### src/rtl/emc_pkg.sv
// Package for the energy counter power meter: field widths, status codes,
// register indexes and reset values. No dependencies.
`timescale 1ns / 1ps

package emc_pkg;

  localparam int COUNTER_BITS  = 40;
  localparam int TIME_BITS     = 48;
  localparam int FRACTION_BITS = 16;
  localparam int INTERVAL_BITS = 32;
  localparam int WATTS_BITS    = 16;
  localparam int POWER_BITS    = 32;
  localparam int CFG_DATA_BITS = 32;
  localparam int CFG_INDEX_BITS = 2;

  // Dividend of the divider is the energy delta followed by the fraction bits.
  localparam int DIVIDEND_BITS = COUNTER_BITS + FRACTION_BITS;
  localparam int DIV_COUNT_BITS = $clog2(DIVIDEND_BITS + 1);

  localparam logic [INTERVAL_BITS-1:0] MIN_INTERVAL_RESET = INTERVAL_BITS'(100000);
  localparam logic [INTERVAL_BITS-1:0] MAX_INTERVAL_RESET = INTERVAL_BITS'(10000000);
  localparam logic [WATTS_BITS-1:0]    MAX_WATTS_RESET    = WATTS_BITS'(1000);

  typedef enum logic [2:0] {
    ST_OK           = 3'd0,
    ST_READ_FAIL    = 3'd1,
    ST_INITIAL      = 3'd2,
    ST_BAD_INTERVAL = 3'd3,
    ST_OUT_OF_RANGE = 3'd4
  } status_t;

  typedef enum logic [CFG_INDEX_BITS-1:0] {
    CFG_MIN_INTERVAL = 2'd0,
    CFG_MAX_INTERVAL = 2'd1,
    CFG_MAX_WATTS    = 2'd2,
    CFG_UNUSED       = 2'd3
  } cfg_index_t;

endpackage

### src/rtl/emc_divider.sv
// Bit-serial restoring divider: one quotient bit per cycle.
// Depends on emc_pkg for the dividend, divisor and counter widths.
`timescale 1ns / 1ps

module emc_divider (
  input  logic                                clk,
  input  logic                                rst,
  input  logic                                start,
  input  logic [emc_pkg::DIVIDEND_BITS-1:0]   dividend,
  input  logic [emc_pkg::INTERVAL_BITS-1:0]   divisor,
  output logic                                done,
  output logic [emc_pkg::DIVIDEND_BITS-1:0]   quotient,
  output logic                                rem_nonzero
);

  logic [emc_pkg::DIV_COUNT_BITS-1:0] count;
  logic                               busy;
  logic [emc_pkg::DIVIDEND_BITS-1:0]  shreg;
  logic [emc_pkg::INTERVAL_BITS-1:0]  rem;
  logic [emc_pkg::INTERVAL_BITS-1:0]  dvs;
  logic [emc_pkg::INTERVAL_BITS:0]    trial;
  logic [emc_pkg::INTERVAL_BITS+1:0]  diff;

  // The partial remainder stays below the divisor, so the shifted value
  // needs only one bit more than the divisor.
  assign trial = {rem, shreg[emc_pkg::DIVIDEND_BITS-1]};
  assign diff  = {1'b0, trial} - {2'b00, dvs};

  always_ff @(posedge clk) begin
    if (rst) begin
      busy <= 1'b0;
      done <= 1'b0;
      count <= '0;
    end else begin
      done <= 1'b0;
      if (start) begin
        busy  <= 1'b1;
        count <= emc_pkg::DIV_COUNT_BITS'(emc_pkg::DIVIDEND_BITS);
      end else if (busy) begin
        count <= count - 1'b1;
        if (count == emc_pkg::DIV_COUNT_BITS'(1)) begin
          busy <= 1'b0;
          done <= 1'b1;
        end
      end
    end
  end

  // Dividend bits leave at the top while quotient bits enter at the bottom.
  always_ff @(posedge clk) begin
    if (start) begin
      shreg <= dividend;
      rem   <= '0;
      dvs   <= divisor;
    end else if (busy) begin
      if (!diff[emc_pkg::INTERVAL_BITS+1]) begin
        rem   <= diff[emc_pkg::INTERVAL_BITS-1:0];
        shreg <= {shreg[emc_pkg::DIVIDEND_BITS-2:0], 1'b1};
      end else begin
        rem   <= trial[emc_pkg::INTERVAL_BITS-1:0];
        shreg <= {shreg[emc_pkg::DIVIDEND_BITS-2:0], 1'b0};
      end
    end
  end

  assign quotient    = shreg;
  assign rem_nonzero = (rem != '0);

endmodule

### src/rtl/energy_counter_power_meter.sv
// Top level of the energy counter power meter: sample checks, baseline
// registers, configuration registers and output register.
// Depends on emc_pkg and emc_divider.
`timescale 1ns / 1ps

// A failed read or a new baseline passes through CHECK and EMIT, a bad
// interval through CHECK, SETUP and EMIT; a sample that reaches the divider
// passes CHECK, SETUP, DIVIDE and EMIT, the bit-serial division filling DIVIDE.
// One sample is in work at a time, and EMIT waits while the output is
// stalled. Synchronous reset clears the baseline and loads the configuration
// registers with their defaults.

module energy_counter_power_meter (
  input  logic                                   clk,
  input  logic                                   rst,
  input  logic                                   s_tvalid,
  output logic                                   s_tready,
  // energy_count [39:0], wrap_range [79:40], timestamp_us [127:80]
  input  logic [127:0]                           s_tdata,
  // read_ok [0]
  input  logic                                   s_tuser,
  output logic                                   m_tvalid,
  input  logic                                   m_tready,
  // power_q16 [31:0]
  output logic [emc_pkg::POWER_BITS-1:0]         m_tdata,
  // available [0], status [3:1]
  output logic [3:0]                             m_tuser,
  input  logic                                   cfg_we,
  input  logic [emc_pkg::CFG_INDEX_BITS-1:0]     cfg_index,
  input  logic [emc_pkg::CFG_DATA_BITS-1:0]      cfg_data
);

  typedef enum logic [2:0] {
    IDLE,
    CHECK,
    SETUP,
    DIVIDE,
    EMIT
  } state_t;

  state_t state;

  logic [emc_pkg::INTERVAL_BITS-1:0] min_interval;
  logic [emc_pkg::INTERVAL_BITS-1:0] max_interval;
  logic [emc_pkg::WATTS_BITS-1:0]    max_watts;

  logic [emc_pkg::COUNTER_BITS-1:0]  last_energy;
  logic [emc_pkg::COUNTER_BITS-1:0]  last_range;
  logic [emc_pkg::TIME_BITS-1:0]     last_time;
  logic                              baseline_valid;

  logic                              in_ok;
  logic [emc_pkg::COUNTER_BITS-1:0]  in_energy;
  logic [emc_pkg::COUNTER_BITS-1:0]  in_range;
  logic [emc_pkg::TIME_BITS-1:0]     in_time;

  logic [emc_pkg::TIME_BITS-1:0]     elapsed;
  logic                              late;
  logic [emc_pkg::COUNTER_BITS-1:0]  delta;

  emc_pkg::status_t                  res_status;

  logic                              read_fail;
  logic [emc_pkg::TIME_BITS:0]       time_diff;
  logic [emc_pkg::COUNTER_BITS-1:0]  delta_next;
  logic                              interval_ok;
  logic                              div_start;
  logic                              div_done;
  logic [emc_pkg::DIVIDEND_BITS-1:0] div_quotient;
  logic                              div_rem_nonzero;
  logic [emc_pkg::COUNTER_BITS-1:0]  whole;
  logic                              over_limit;

  assign s_tready = (state == IDLE);

  assign read_fail = !in_ok || (in_range == '0) || (in_energy > in_range);
  assign time_diff = {1'b0, in_time} - {1'b0, last_time};

  // On a wrap the counter passed through the range boundary once.
  assign delta_next = (in_energy >= last_energy) ? (in_energy - last_energy)
                                                 : (in_range - last_energy + in_energy);

  assign interval_ok = !late && (elapsed != '0)
                    && (elapsed >= {{(emc_pkg::TIME_BITS-emc_pkg::INTERVAL_BITS){1'b0}},
                                    min_interval})
                    && (elapsed <= {{(emc_pkg::TIME_BITS-emc_pkg::INTERVAL_BITS){1'b0}},
                                    max_interval});

  assign div_start = (state == SETUP) && interval_ok;

  emc_divider u_divider (
    .clk         (clk),
    .rst         (rst),
    .start       (div_start),
    .dividend    ({delta, {emc_pkg::FRACTION_BITS{1'b0}}}),
    .divisor     (elapsed[emc_pkg::INTERVAL_BITS-1:0]),
    .done        (div_done),
    .quotient    (div_quotient),
    .rem_nonzero (div_rem_nonzero)
  );

  // Whole watts above the limit, or equal to it with anything left over.
  assign whole = div_quotient[emc_pkg::DIVIDEND_BITS-1:emc_pkg::FRACTION_BITS];
  assign over_limit =
      (whole > {{(emc_pkg::COUNTER_BITS-emc_pkg::WATTS_BITS){1'b0}}, max_watts})
   || ((whole == {{(emc_pkg::COUNTER_BITS-emc_pkg::WATTS_BITS){1'b0}}, max_watts})
       && ((div_quotient[emc_pkg::FRACTION_BITS-1:0] != '0) || div_rem_nonzero));

  always_ff @(posedge clk) begin
    if (rst) begin
      min_interval <= emc_pkg::MIN_INTERVAL_RESET;
      max_interval <= emc_pkg::MAX_INTERVAL_RESET;
      max_watts    <= emc_pkg::MAX_WATTS_RESET;
    end else if (cfg_we) begin
      unique case (emc_pkg::cfg_index_t'(cfg_index))
        emc_pkg::CFG_MIN_INTERVAL: min_interval <= cfg_data;
        emc_pkg::CFG_MAX_INTERVAL: max_interval <= cfg_data;
        emc_pkg::CFG_MAX_WATTS:    max_watts <= cfg_data[emc_pkg::WATTS_BITS-1:0];
        default: ;
      endcase
    end
  end

  always_ff @(posedge clk) begin
    if (rst) begin
      state          <= IDLE;
      baseline_valid <= 1'b0;
      last_energy    <= '0;
      last_range     <= '0;
      last_time      <= '0;
      m_tvalid       <= 1'b0;
      m_tdata        <= '0;
      m_tuser        <= '0;
      res_status     <= emc_pkg::ST_OK;
    end else begin
      // In EMIT the output register is reloaded below instead.
      if (m_tvalid && m_tready && (state != EMIT)) begin
        m_tvalid <= 1'b0;
      end
      unique case (state)
        IDLE: begin
          if (s_tvalid) begin
            in_ok     <= s_tuser;
            in_energy <= s_tdata[emc_pkg::COUNTER_BITS-1:0];
            in_range  <= s_tdata[2*emc_pkg::COUNTER_BITS-1:emc_pkg::COUNTER_BITS];
            in_time   <= s_tdata[2*emc_pkg::COUNTER_BITS+emc_pkg::TIME_BITS-1:
                                 2*emc_pkg::COUNTER_BITS];
            state     <= CHECK;
          end
        end
        CHECK: begin
          if (read_fail) begin
            baseline_valid <= 1'b0;
            last_energy    <= '0;
            last_range     <= '0;
            last_time      <= '0;
            res_status     <= emc_pkg::ST_READ_FAIL;
            state          <= EMIT;
          end else begin
            baseline_valid <= 1'b1;
            last_energy    <= in_energy;
            last_range     <= in_range;
            last_time      <= in_time;
            if (!baseline_valid || (in_range != last_range)) begin
              res_status <= emc_pkg::ST_INITIAL;
              state      <= EMIT;
            end else begin
              elapsed <= time_diff[emc_pkg::TIME_BITS-1:0];
              late    <= time_diff[emc_pkg::TIME_BITS];
              delta   <= delta_next;
              state   <= SETUP;
            end
          end
        end
        SETUP: begin
          if (interval_ok) begin
            state <= DIVIDE;
          end else begin
            res_status <= emc_pkg::ST_BAD_INTERVAL;
            state      <= EMIT;
          end
        end
        DIVIDE: begin
          if (div_done) begin
            res_status <= over_limit ? emc_pkg::ST_OUT_OF_RANGE : emc_pkg::ST_OK;
            state      <= EMIT;
          end
        end
        EMIT: begin
          if (!m_tvalid || m_tready) begin
            m_tvalid <= 1'b1;
            m_tuser  <= {res_status, (res_status == emc_pkg::ST_OK)};
            m_tdata  <= (res_status == emc_pkg::ST_OK)
                        ? div_quotient[emc_pkg::POWER_BITS-1:0] : '0;
            state    <= IDLE;
          end
        end
        default: state <= IDLE;
      endcase
    end
  end

endmodule

### config.mk
export PLATFORM = sky130hd
export DESIGN_NAME = energy_counter_power_meter
export DESIGN_NICKNAME = d
export VERILOG_FILES = /design/src/rtl/emc_pkg.sv /design/src/rtl/emc_divider.sv /design/src/rtl/energy_counter_power_meter.sv
export SDC_FILE = /design/constraint.sdc
export NUM_CORES = 1
export LEC_CHECK = 0
export BUFFER_PORTS_ARGS = -buffer_cell sky130_fd_sc_hd__clkbuf_2
export CORE_AREA = 2 2 224 270
export CTS_CLUSTER_DIAMETER = 30
export CTS_CLUSTER_SIZE = 10
export DETAILED_ROUTE_END_ITERATION = 8
export DIE_AREA = 0 0 226 272
export PLACE_DENSITY_LB_ADDON = 0.08
export SLEW_MARGIN = 10
export SYNTH_ARGS = -nofsm -noshare
export SYNTH_HDL_FRONTEND = slang
export SYNTH_HIERARCHICAL = 1
export SYNTH_SLANG_ARGS = --single-unit
export TNS_END_PERCENT = 10
### constraint.sdc
create_clock -name clk -period 9.14 [get_ports clk]
set_input_delay 0.457 -clock clk [delete_from_list [all_inputs] [get_ports clk]]
set_output_delay 0.457 -clock clk [all_outputs]
set_load 0.05 [all_outputs]
# After elaboration in Yosys (flattened, before gate mapping)
# Index checks and enable logic that the tools add are counted.
# totals
word_cells,125
input_bits,168
register_bits,598
# op_classes
muxes,32
add_sub_neg,6
n_lt_le_gt_ge,5
n_reduce_logical,36
n_bitwise,4
eq_ne,15
# ops
cell,count
$mux W40,3
$mux W56,2
$sub A40 B40 Y40,2
$mux W32,2
$sub A48 B48 Y49,1
$ge A48 B32 Y1,1
$le A48 B32 Y1,1
$mux W48,1
$reduce_bool A48 Y1,1
$add A40 B40 Y40,1
$eq A40 B16 Y1,1
$ge A40 B40 Y1,1
$gt A40 B16 Y1,1
$gt A40 B40 Y1,1
$logic_not A40 Y1,1
$ne A40 B40 Y1,1
$sub A33 B32 Y34,1
$mux W3,11
$reduce_bool A32 Y1,1
$reduce_bool A16 Y1,1
$pmux W3 S5,1
$mux W6,2
$mux W1,9
$pmux W3 S3,1
23 further kinds,50

# Logic depth before layout (Yosys ltp)
# Gate-level depths: netlist of run 1.
# logic_depth
ltp_word,7
ltp_mapped,15

# Hierarchy
# Netlist of run 1, hierarchy kept.
# modules_own_cells
module,cells_per_inst,n_inst,seq_area_each_um2,area_per_inst_um2
energy_counter_power_meter,3116,1,11591.1,28152.0
emc_divider,630,1,3443.3,6885.4

# Worst setup path after synthesis of run 1
# Ideal clock, no wire load.
# synth_timing
path_type,reg-to-reg
startpoint,register state[2]
endpoint,"register in_energy[0] in the netlist's numbering, enable pin"
stages_incl_launch_ff,5
arrival_ns,7.192
n_path_buf,1
slack_ns,1.328
synth_period_minus_slack_ns,7.812
cell_sequence,dfxtp_1 clkbuf_1 nor3_1 nand2_1 nor2_1
# synth_via
elab_chain_cells,2
# synth_lines
element,line,source
from (decl),energy_counter_power_meter.sv:41,state_t state;
from (signal assigned),energy_counter_power_meter.sv:126,state <= IDLE;
from (signal assigned),energy_counter_power_meter.sv:148,state <= CHECK;
from (signal assigned),energy_counter_power_meter.sv:158,state <= EMIT;
$logic_not A3 Y1,n/a,
via s_tready,energy_counter_power_meter.sv:17,"output logic s_tready,"
$reduce_and A3 Y1 (no source line),n/a,
to (signal assigned),energy_counter_power_meter.sv:144,in_energy <= s_tdata[emc_pkg::COUNTER_BITS-1:0];
to (decl),energy_counter_power_meter.sv:53,logic [emc_pkg::COUNTER_BITS-1:0] in_energy;
# The timed path passes the listed nets, and every way through them passes these cells.
# A chain may end at the register's enable or synchronous reset.

# Final worst setup path of run 1
# layout_timing
startpoint,register in_range[5] in the netlist's numbering
endpoint,"register elapsed[43] in the netlist's numbering, enable pin"
# layout_via
elab_chain_cells,5
# layout_lines
element,line,source
from (decl),energy_counter_power_meter.sv:54,logic [emc_pkg::COUNTER_BITS-1:0] in_range;
from (signal assigned),energy_counter_power_meter.sv:145,in_range <= s_tdata[2*emc_pkg::COUNTER_BITS-1:emc_pkg::COUNTER_BITS];
"parallel branches: the longest is 4 deep, another holds $gt A40 B40 Y1",n/a,
$reduce_and A4 Y1 (no source line) *,n/a,
to (signal assigned),energy_counter_power_meter.sv:168,elapsed <= time_diff[emc_pkg::TIME_BITS-1:0];
to (decl),energy_counter_power_meter.sv:57,logic [emc_pkg::TIME_BITS-1:0] elapsed;
# Every way passes the cells marked *.

==> results.sh, run 1 <==
export IMPL_ys_ff_latch=598
export IMPL_fp_dieW_um=226
export IMPL_routed_via_density=5.73
export IMPL_synth_largest_area_cell="edfxtp_1"
export IMPL_reg2reg_to="elapsed[43]$_DFFE_PP_"
export IMPL_multi_input_area_um2=17900
export IMPL_grt_max_degree=91
export IMPL_p_clk_frac=0.501
export IMPL_first_iter_violations=2458
export IMPL_cts_sinks=598
export IMPL_numCtsBuffers=116
export IMPL_yosysSeqAreaShare=0.429
export IMPL_drive_above_1_share=0.130
export IMPL_grt_busiest_layer="met2"
export IMPL_hold_start="s_tdata[91]"
export IMPL_gp_congestion=0.961
export IMPL_routed_wl_mm=92.1
export IMPL_cts_max_path_buffers=3
export IMPL_num_io_pins=206
export IMPL_r2r_slack_ns=4.66
export IMPL_layout_common_cells="inv_1, nand2_1, nor2_1, a21oi_1, edfxtp_1"
export IMPL_worstHoldEndpoint="in_time[11]$_DFFE_PP_"
export IMPL_power_leakage_uw=0.0170
export IMPL_ff2ff_path_depth=11
export IMPL_cts_clk_slew_worst_paths_ns=0.05
export IMPL_finalCriticalPeriod_ns=4.48
export IMPL_layout_nets=4574
export IMPL_layout_commonest_cell="inv_1"
export IMPL_async_reset_ff_frac=0
export IMPL_antenna_found_initial=2
export IMPL_fin_tns_setup_ns=0
export IMPL_status="finished clean"
export IMPL_core_area_um2=59000
export IMPL_clock_skew_ns=0.0345
export IMPL_die_y_um=272
export IMPL_drc=0
export IMPL_synth_edf_count=306
export IMPL_synthCells=3746
export IMPL_hold_viol=0
export IMPL_grt_pass1_wl_mm=146
export IMPL_synth_ff_type="edfxtp_1"
export IMPL_hold_path_class="input pin to flop"
export IMPL_fmax_ghz=0.223
export IMPL_fp_row_count=98
export IMPL_required_ns=9.42
export IMPL_yosys_warnings=6
export IMPL_place_hpwl_mm=65.3
export IMPL_port_buffers=205
export IMPL_cts_root_buf="clkbuf_16"
export IMPL_ant_nets=0
export IMPL_grtUsageMet3=0.0419
export IMPL_cp_slowest_cell="buf_4"
export IMPL_critPathCaptureType="flop"
export IMPL_syn_area_per_cell_um2=9.35
export IMPL_h_tree_depth=3
export IMPL_p_switching_uw=2290
export IMPL_r2r_start="in_range[5]$_DFFE_PP_"
export IMPL_use_met2=0.468
export IMPL_grtUsageMet1=0.428
export IMPL_switching_share=0.273
export IMPL_cts_tree="done"
export IMPL_grt_pass1_vias=27200
export IMPL_slew_headroom=0.138
export IMPL_maxCapViolCount=0
export IMPL_wl_per_cell_um=18.5
export IMPL_crit_fanout=68
export IMPL_synth_top_area_share=0.262
export IMPL_report_final_setup_viol=0
export IMPL_firstDrtPassIters=5
export IMPL_critPathLaunchType="flop"
export IMPL_postCtsSetupRepairBufs=0
export IMPL_overflow=0
export IMPL_die_area_um2=61500
export IMPL_arrival_ns=4.76
export IMPL_seq_area_um2=15000
export IMPL_final_util=0.711
export IMPL_yosys_top_cells_area="edfxtp_1, dfxtp_1, ha_1, a21oi_1, inv_1"
export IMPL_nFillCells=4568
export IMPL_hold_depth=1
export IMPL_period_share=0.490
export IMPL_yosysUniqueCellTypes=98
export IMPL_startpoint="in_range[5]$_DFFE_PP_"
export IMPL_rsz0062_at_grt="false"
export IMPL_critical_path_class="flop to flop"
export IMPL_p_per_area_nw_per_um2=200
export IMPL_start_util=0.594
export IMPL_maxSlewViolCount=0
export IMPL_path_cells="inv_1, ha_1, a21o_1, a21o_1, a21oi_1, a21oi_1, a211o_1, o21ai_1, nand4_1, nor2_4, buf_4"
export IMPL_power_frac_comb=0.143
export IMPL_p_int_uw=6100
export IMPL_irDropWorstVdd_v=0.000166
export IMPL_tightest_slew_ns=1.28
export IMPL_grt_usage=0.299
export IMPL_slowest_delay_ns=0.73
export IMPL_netlist_area_um2=35000
export IMPL_area_growth_pct=19.7
export IMPL_num_vias=28600
export IMPL_insertion_delay_ns=0.67
export IMPL_pwr_share_seq=0.356
power groups by stage:
stage | Clock [uW] | Sequential [uW] | Combinational [uW]
floorplan | 0 | 3030 | 845
CTS | 4250 | 2990 | 1170
global placement | 0 | 3040 | 1120
detailed placement | 0 | 3040 | 1120
global route | 4390 | 3000 | 1320
finish | 4210 | 2990 | 1200
logic make-up after synthesis:
| kind of cell | after synthesis | synth area share |
|---|---|---|
| xor+xnor | 172 | 0.0430 |
| fa+ha+maj | 324 | 0.125 |
| simple gates | 1075 | 0.140 |
| flops | 598 | 0.429 |
| buf+inv | 565 | 0.0628 |
| compound gates | 930 | 0.175 |
| other cells | 1 | 0.000107 |
| mux | 81 | 0.0252 |
area by class of cell:
| class | instances | area share |
|---|---|---|
| multi-input cells | 2598 | 0.427 |
| flip-flops and latches | 598 | 0.359 |
| clock buffers | 131 | 0.0715 |
| repair buffers | 356 | 0.0593 |
| inverters | 412 | 0.0369 |
| well taps | 800 | 0.0239 |
| clock inverters | 88 | 0.0226 |
| diodes | 3 | 0.000179 |
worst max path at each step:
stage	endpoint	cells past startpoint
finish	elapsed[43]$_DFFE_PP_	11
CTS	elapsed[46]$_DFFE_PP_	11
global placement	elapsed[32]$_DFFE_PP_	11
detailed placement	elapsed[42]$_DFFE_PP_	11
global route	elapsed[33]$_DFFE_PP_	11
floorplan	in_energy[0]$_DFFE_PP_	4
per-layer routing:
metal	vias to the layer above	share of wire
met2	933	0.45
met3	147	0.064
li1	14000	-
met4	0	0.026
met5	-	0
met1	13500	0.46
synth_stat cells, types with 56 or more instances:
cell / number
mux2_2: 57
ha_1: 282
a21oi_1: 333
nor4_1: 56
inv_1: 412
a21o_1: 97
nor2_1: 335
nand3_1: 97
o21ai_0: 122
xor2_1: 95
clkbuf_1: 115
a31oi_1: 63
nand4_1: 60
dfxtp_1: 292
edfxtp_1: 306
xnor2_1: 77
nand2_1: 351
sequential cells by signal (all words and copies together) (netlist names), 4 cells and up:
register,count
in_energy,40
max_watts,16
u_divider/count,6
u_divider/dvs,32
in_time,48
in_range,40
elapsed,48
u_divider/rem,32
m_tdata,32
last_range,40
delta,40
last_time,48
min_interval,32
u_divider/quotient,56
last_energy,40
max_interval,32
m_tuser,4
repair_timing:
item                       4_1_cts  5_1_grt
hold endpoints to repair       127        0
hold buffers                   127        0
setup endpoints to repair        0        0
resized for setup                0        0
worst max-delay path, delay by kind of cell (launching register included):
| family | cells | cell delay, ns |
|---|---|---|
| compound gates | 6 | 1.54 |
| fa+ha+maj | 1 | 0.27 |
| buf+inv | 2 | 0.88 |
| flops | 1 | 0.43 |
| simple gates | 2 | 0.89 |
per-stage QoR:
stage | total power (uW) | worst slack [ns] | cell area, um2 | instances | hold slack, ns
2_1_floorplan | 3880 | 1.33 | 35100 | 3761 | 0.432
3_3_place_gp | 4150 | 4.87 | 36700 | 4637 | 0.438
3_5_place_dp | 4160 | 4.81 | 36700 | 4637 | 0.444
4_1_cts | 8410 | 4.79 | 41900 | 4983 | 0.000162
5_1_grt | 8710 | 4.43 | 41900 | 4985 | 0.00955
6_report | 8390 | 4.66 | 41900 | 4986 | 0.0264
Note: power is estimated with default switching activity, not from simulation.
==> run 2: changes to the inputs <==
- clock period: 9.14 -> 4.6 ns (I/O delays scaled with it)
==> run 2 against run 1 <==
Compared with the run above:
- setup slack worse by 3.9 ns
- maximum frequency is 16% higher
- clock skew decreased by 0.0036 ns
- first-iteration DRC count is 3.6% higher
- design area up 1.1%
- routed wire length rose by 2.1%
- cell count grew 0.66%
- critical path type unchanged
- largest cell class unchanged
- largest power group unchanged
==> results.sh, run 2 (same netlist as run 1, synthesis figures left out) <==
export IMPL_tightest_slew_ns=1.17
export IMPL_cts_clk_slew_worst_paths_ns=0.05
export IMPL_drc=0
export IMPL_status="finished clean"
export IMPL_ant_nets=0
export IMPL_antenna_found_initial=0
export IMPL_cts_tree="done"
export IMPL_place_hpwl_mm=65.8
export IMPL_insertion_delay_ns=0.66
export IMPL_dpl_cell_area_um2=36800
export IMPL_routed_wl_mm=94.1
export IMPL_p_per_area_nw_per_um2=397
export IMPL_core_area_um2=59000
export IMPL_final_util=0.719
export IMPL_firstDrtPassIters=5
export IMPL_instances_no_fill=5019
export IMPL_critPathCaptureType="flop"
export IMPL_finalCriticalPeriod_ns=3.85
export IMPL_fmax_ghz=0.260
export IMPL_report_final_setup_viol=0
export IMPL_pwr_share_seq=0.353
export IMPL_slowest_delay_ns=0.80
export IMPL_path_buf_inv=2
export IMPL_slew_headroom=0.222
export IMPL_numCtsBuffers=116
export IMPL_maxCapViolCount=0
export IMPL_largest_register_ffs=56
export IMPL_die_area_um2=61500
export IMPL_rsz0062_at_grt="false"
export IMPL_cp_slowest_cell="nor2_1"
export IMPL_wl_per_cell_um=18.7
export IMPL_gp_congestion=0.928
export IMPL_cts_max_path_buffers=3
export IMPL_num_vias=28800
export IMPL_p_switching_uw=4530
export IMPL_layout_commonest_cell="inv_1"
export IMPL_power_frac_comb=0.144
export IMPL_critical_path_class="flop to flop"
export IMPL_grt_usage=0.304
export IMPL_postLayoutCellArea_um2=42400
export IMPL_required_ns=4.90
export IMPL_hold_viol=0
export IMPL_p_int_uw=12300
export IMPL_cts_root_buf="clkbuf_16"
export IMPL_critical_path_top_delay_family="compound AO/OA/AOI/OAI gates"
export IMPL_arrival_ns=4.15
export IMPL_path_cells="ha_1, a21o_1, a21o_1, a21oi_1, nor2_1, a2111oi_0, a211oi_4, nor2_1, inv_2, buf_4"
export IMPL_p_clk_frac=0.503
export IMPL_h_tree_depth=3
export IMPL_grt_max_degree=204
export IMPL_multi_input_area_um2=17900
export IMPL_fp_dieW_um=226
export IMPL_crit_fanout=56
export IMPL_area_growth_pct=21.0
export IMPL_fp_row_count=98
export IMPL_port_buffers=205
export IMPL_cts_resized_gates=0
export IMPL_layout_common_cells="inv_1, nand2_1, nor2_1, a21oi_1, edfxtp_1"
export IMPL_hold_path_class="input pin to flop"
export IMPL_cts_sinks=598
export IMPL_switching_share=0.269
export IMPL_num_io_pins=206
export IMPL_place_inst=4635
export IMPL_nFillCells=4461
export IMPL_overflow=0
export IMPL_clock_skew_ns=0.0309
export IMPL_fin_total_pwr_uw=16800
export IMPL_critPathLaunchType="flop"
export IMPL_grt_pass1_vias=27800
export IMPL_die_y_um=272
export IMPL_grt_pass1_wl_mm=148
export IMPL_first_iter_violations=2546
export IMPL_start_util=0.594
export IMPL_layout_nets=4608
export IMPL_power_leakage_uw=0.0172
export IMPL_seq_area_um2=15000
export IMPL_diodes=0
export IMPL_period_share=0.837
export IMPL_maxSlewViolCount=0
export IMPL_irDropWorstVdd_v=0.000377
export IMPL_routed_via_density=5.74
export IMPL_drive_above_1_share=0.128
[run 2: changes by cell type in the layout (fill, tap and decap cells not counted), moves of 2 or more]
| cell | before | now |
|---|---|---|
| clkbuf_8 | 5 | 8 |
| clkinv_8 | 2 | 0 |
| clkinv_4 | 18 | 15 |
| clkinvlp_4 | 11 | 14 |
| inv_6 | 22 | 17 |
| buf_12 | 0 | 7 |
| inv_4 | 0 | 2 |
| dlygate4sd3_1 | 127 | 163 |
| buf_4 | 24 | 15 |
| clkbuf_16 | 116 | 120 |
| diode_2 | 3 | 0 |
[run 2: power by group through the flow]
| stage | logic, uW | clock network (uW) | registers, uW |
|---|---|---|---|
| 2_1_floorplan | 1680 | 0 | 6020 |
| 3_3_place_gp | 2240 | 0 | 6040 |
| 3_5_place_dp | 2260 | 0 | 6040 |
| 4_1_cts | 2380 | 8530 | 5940 |
| 5_1_grt | 2670 | 8830 | 5960 |
| 6_report | 2420 | 8470 | 5950 |
[run 2: timing repair]
item	4_1_cts	5_1_grt
hold buffers	163	0
endpoints found under the setup margin	0	0
endpoints found under the hold margin	211	0
setup buffers	0	0
[run 2: final timing paths]
path | slack (ns) | cells past startpoint | startpoint | end
min reg2reg | 0.45 | 2 | last_time[10]$_SDFFE_PP0P_ | last_time[10]$_SDFFE_PP0P_
max | 0.75 | 10 | elapsed[25]$_DFFE_PP_ | u_divider/quotient[49]$_DFFE_PP_
max reg2reg | 0.75 | 10 | elapsed[25]$_DFFE_PP_ | u_divider/quotient[49]$_DFFE_PP_
min | 0.11 | 2 | rst | u_divider/busy$_SDFF_PP0_
[run 2: per-stage QoR]
step | worst slack, ns | hold slack, ns | TNS (ns)
6_report | 0.751 | 0.108 | 0
5_1_grt | 0.470 | 0.111 | 0
4_1_cts | 0.717 | 0.0856 | 0
3_5_place_dp | 0.768 | 0.409 | 0
3_3_place_gp | 0.865 | 0.407 | 0
2_1_floorplan | -0.395 | 0.329 | -39.22
[run 2: final cells by class]
type	instances	share of cell area
well taps	800	0.0236
flip-flops and latches	598	0.355
clock inverters	82	0.0201
inverters	412	0.0365
multi-input cells	2598	0.422
repair buffers	390	0.0688
clock buffers	139	0.0742
[run 2: layer usage]
metal	global-route usage	part of all wire	wire [um]
met1	0.432	0.46	42800
met4	0.0798	0.020	1850
met3	0.0424	0.064	5980
met2	0.489	0.46	43400
met5	0	0	0
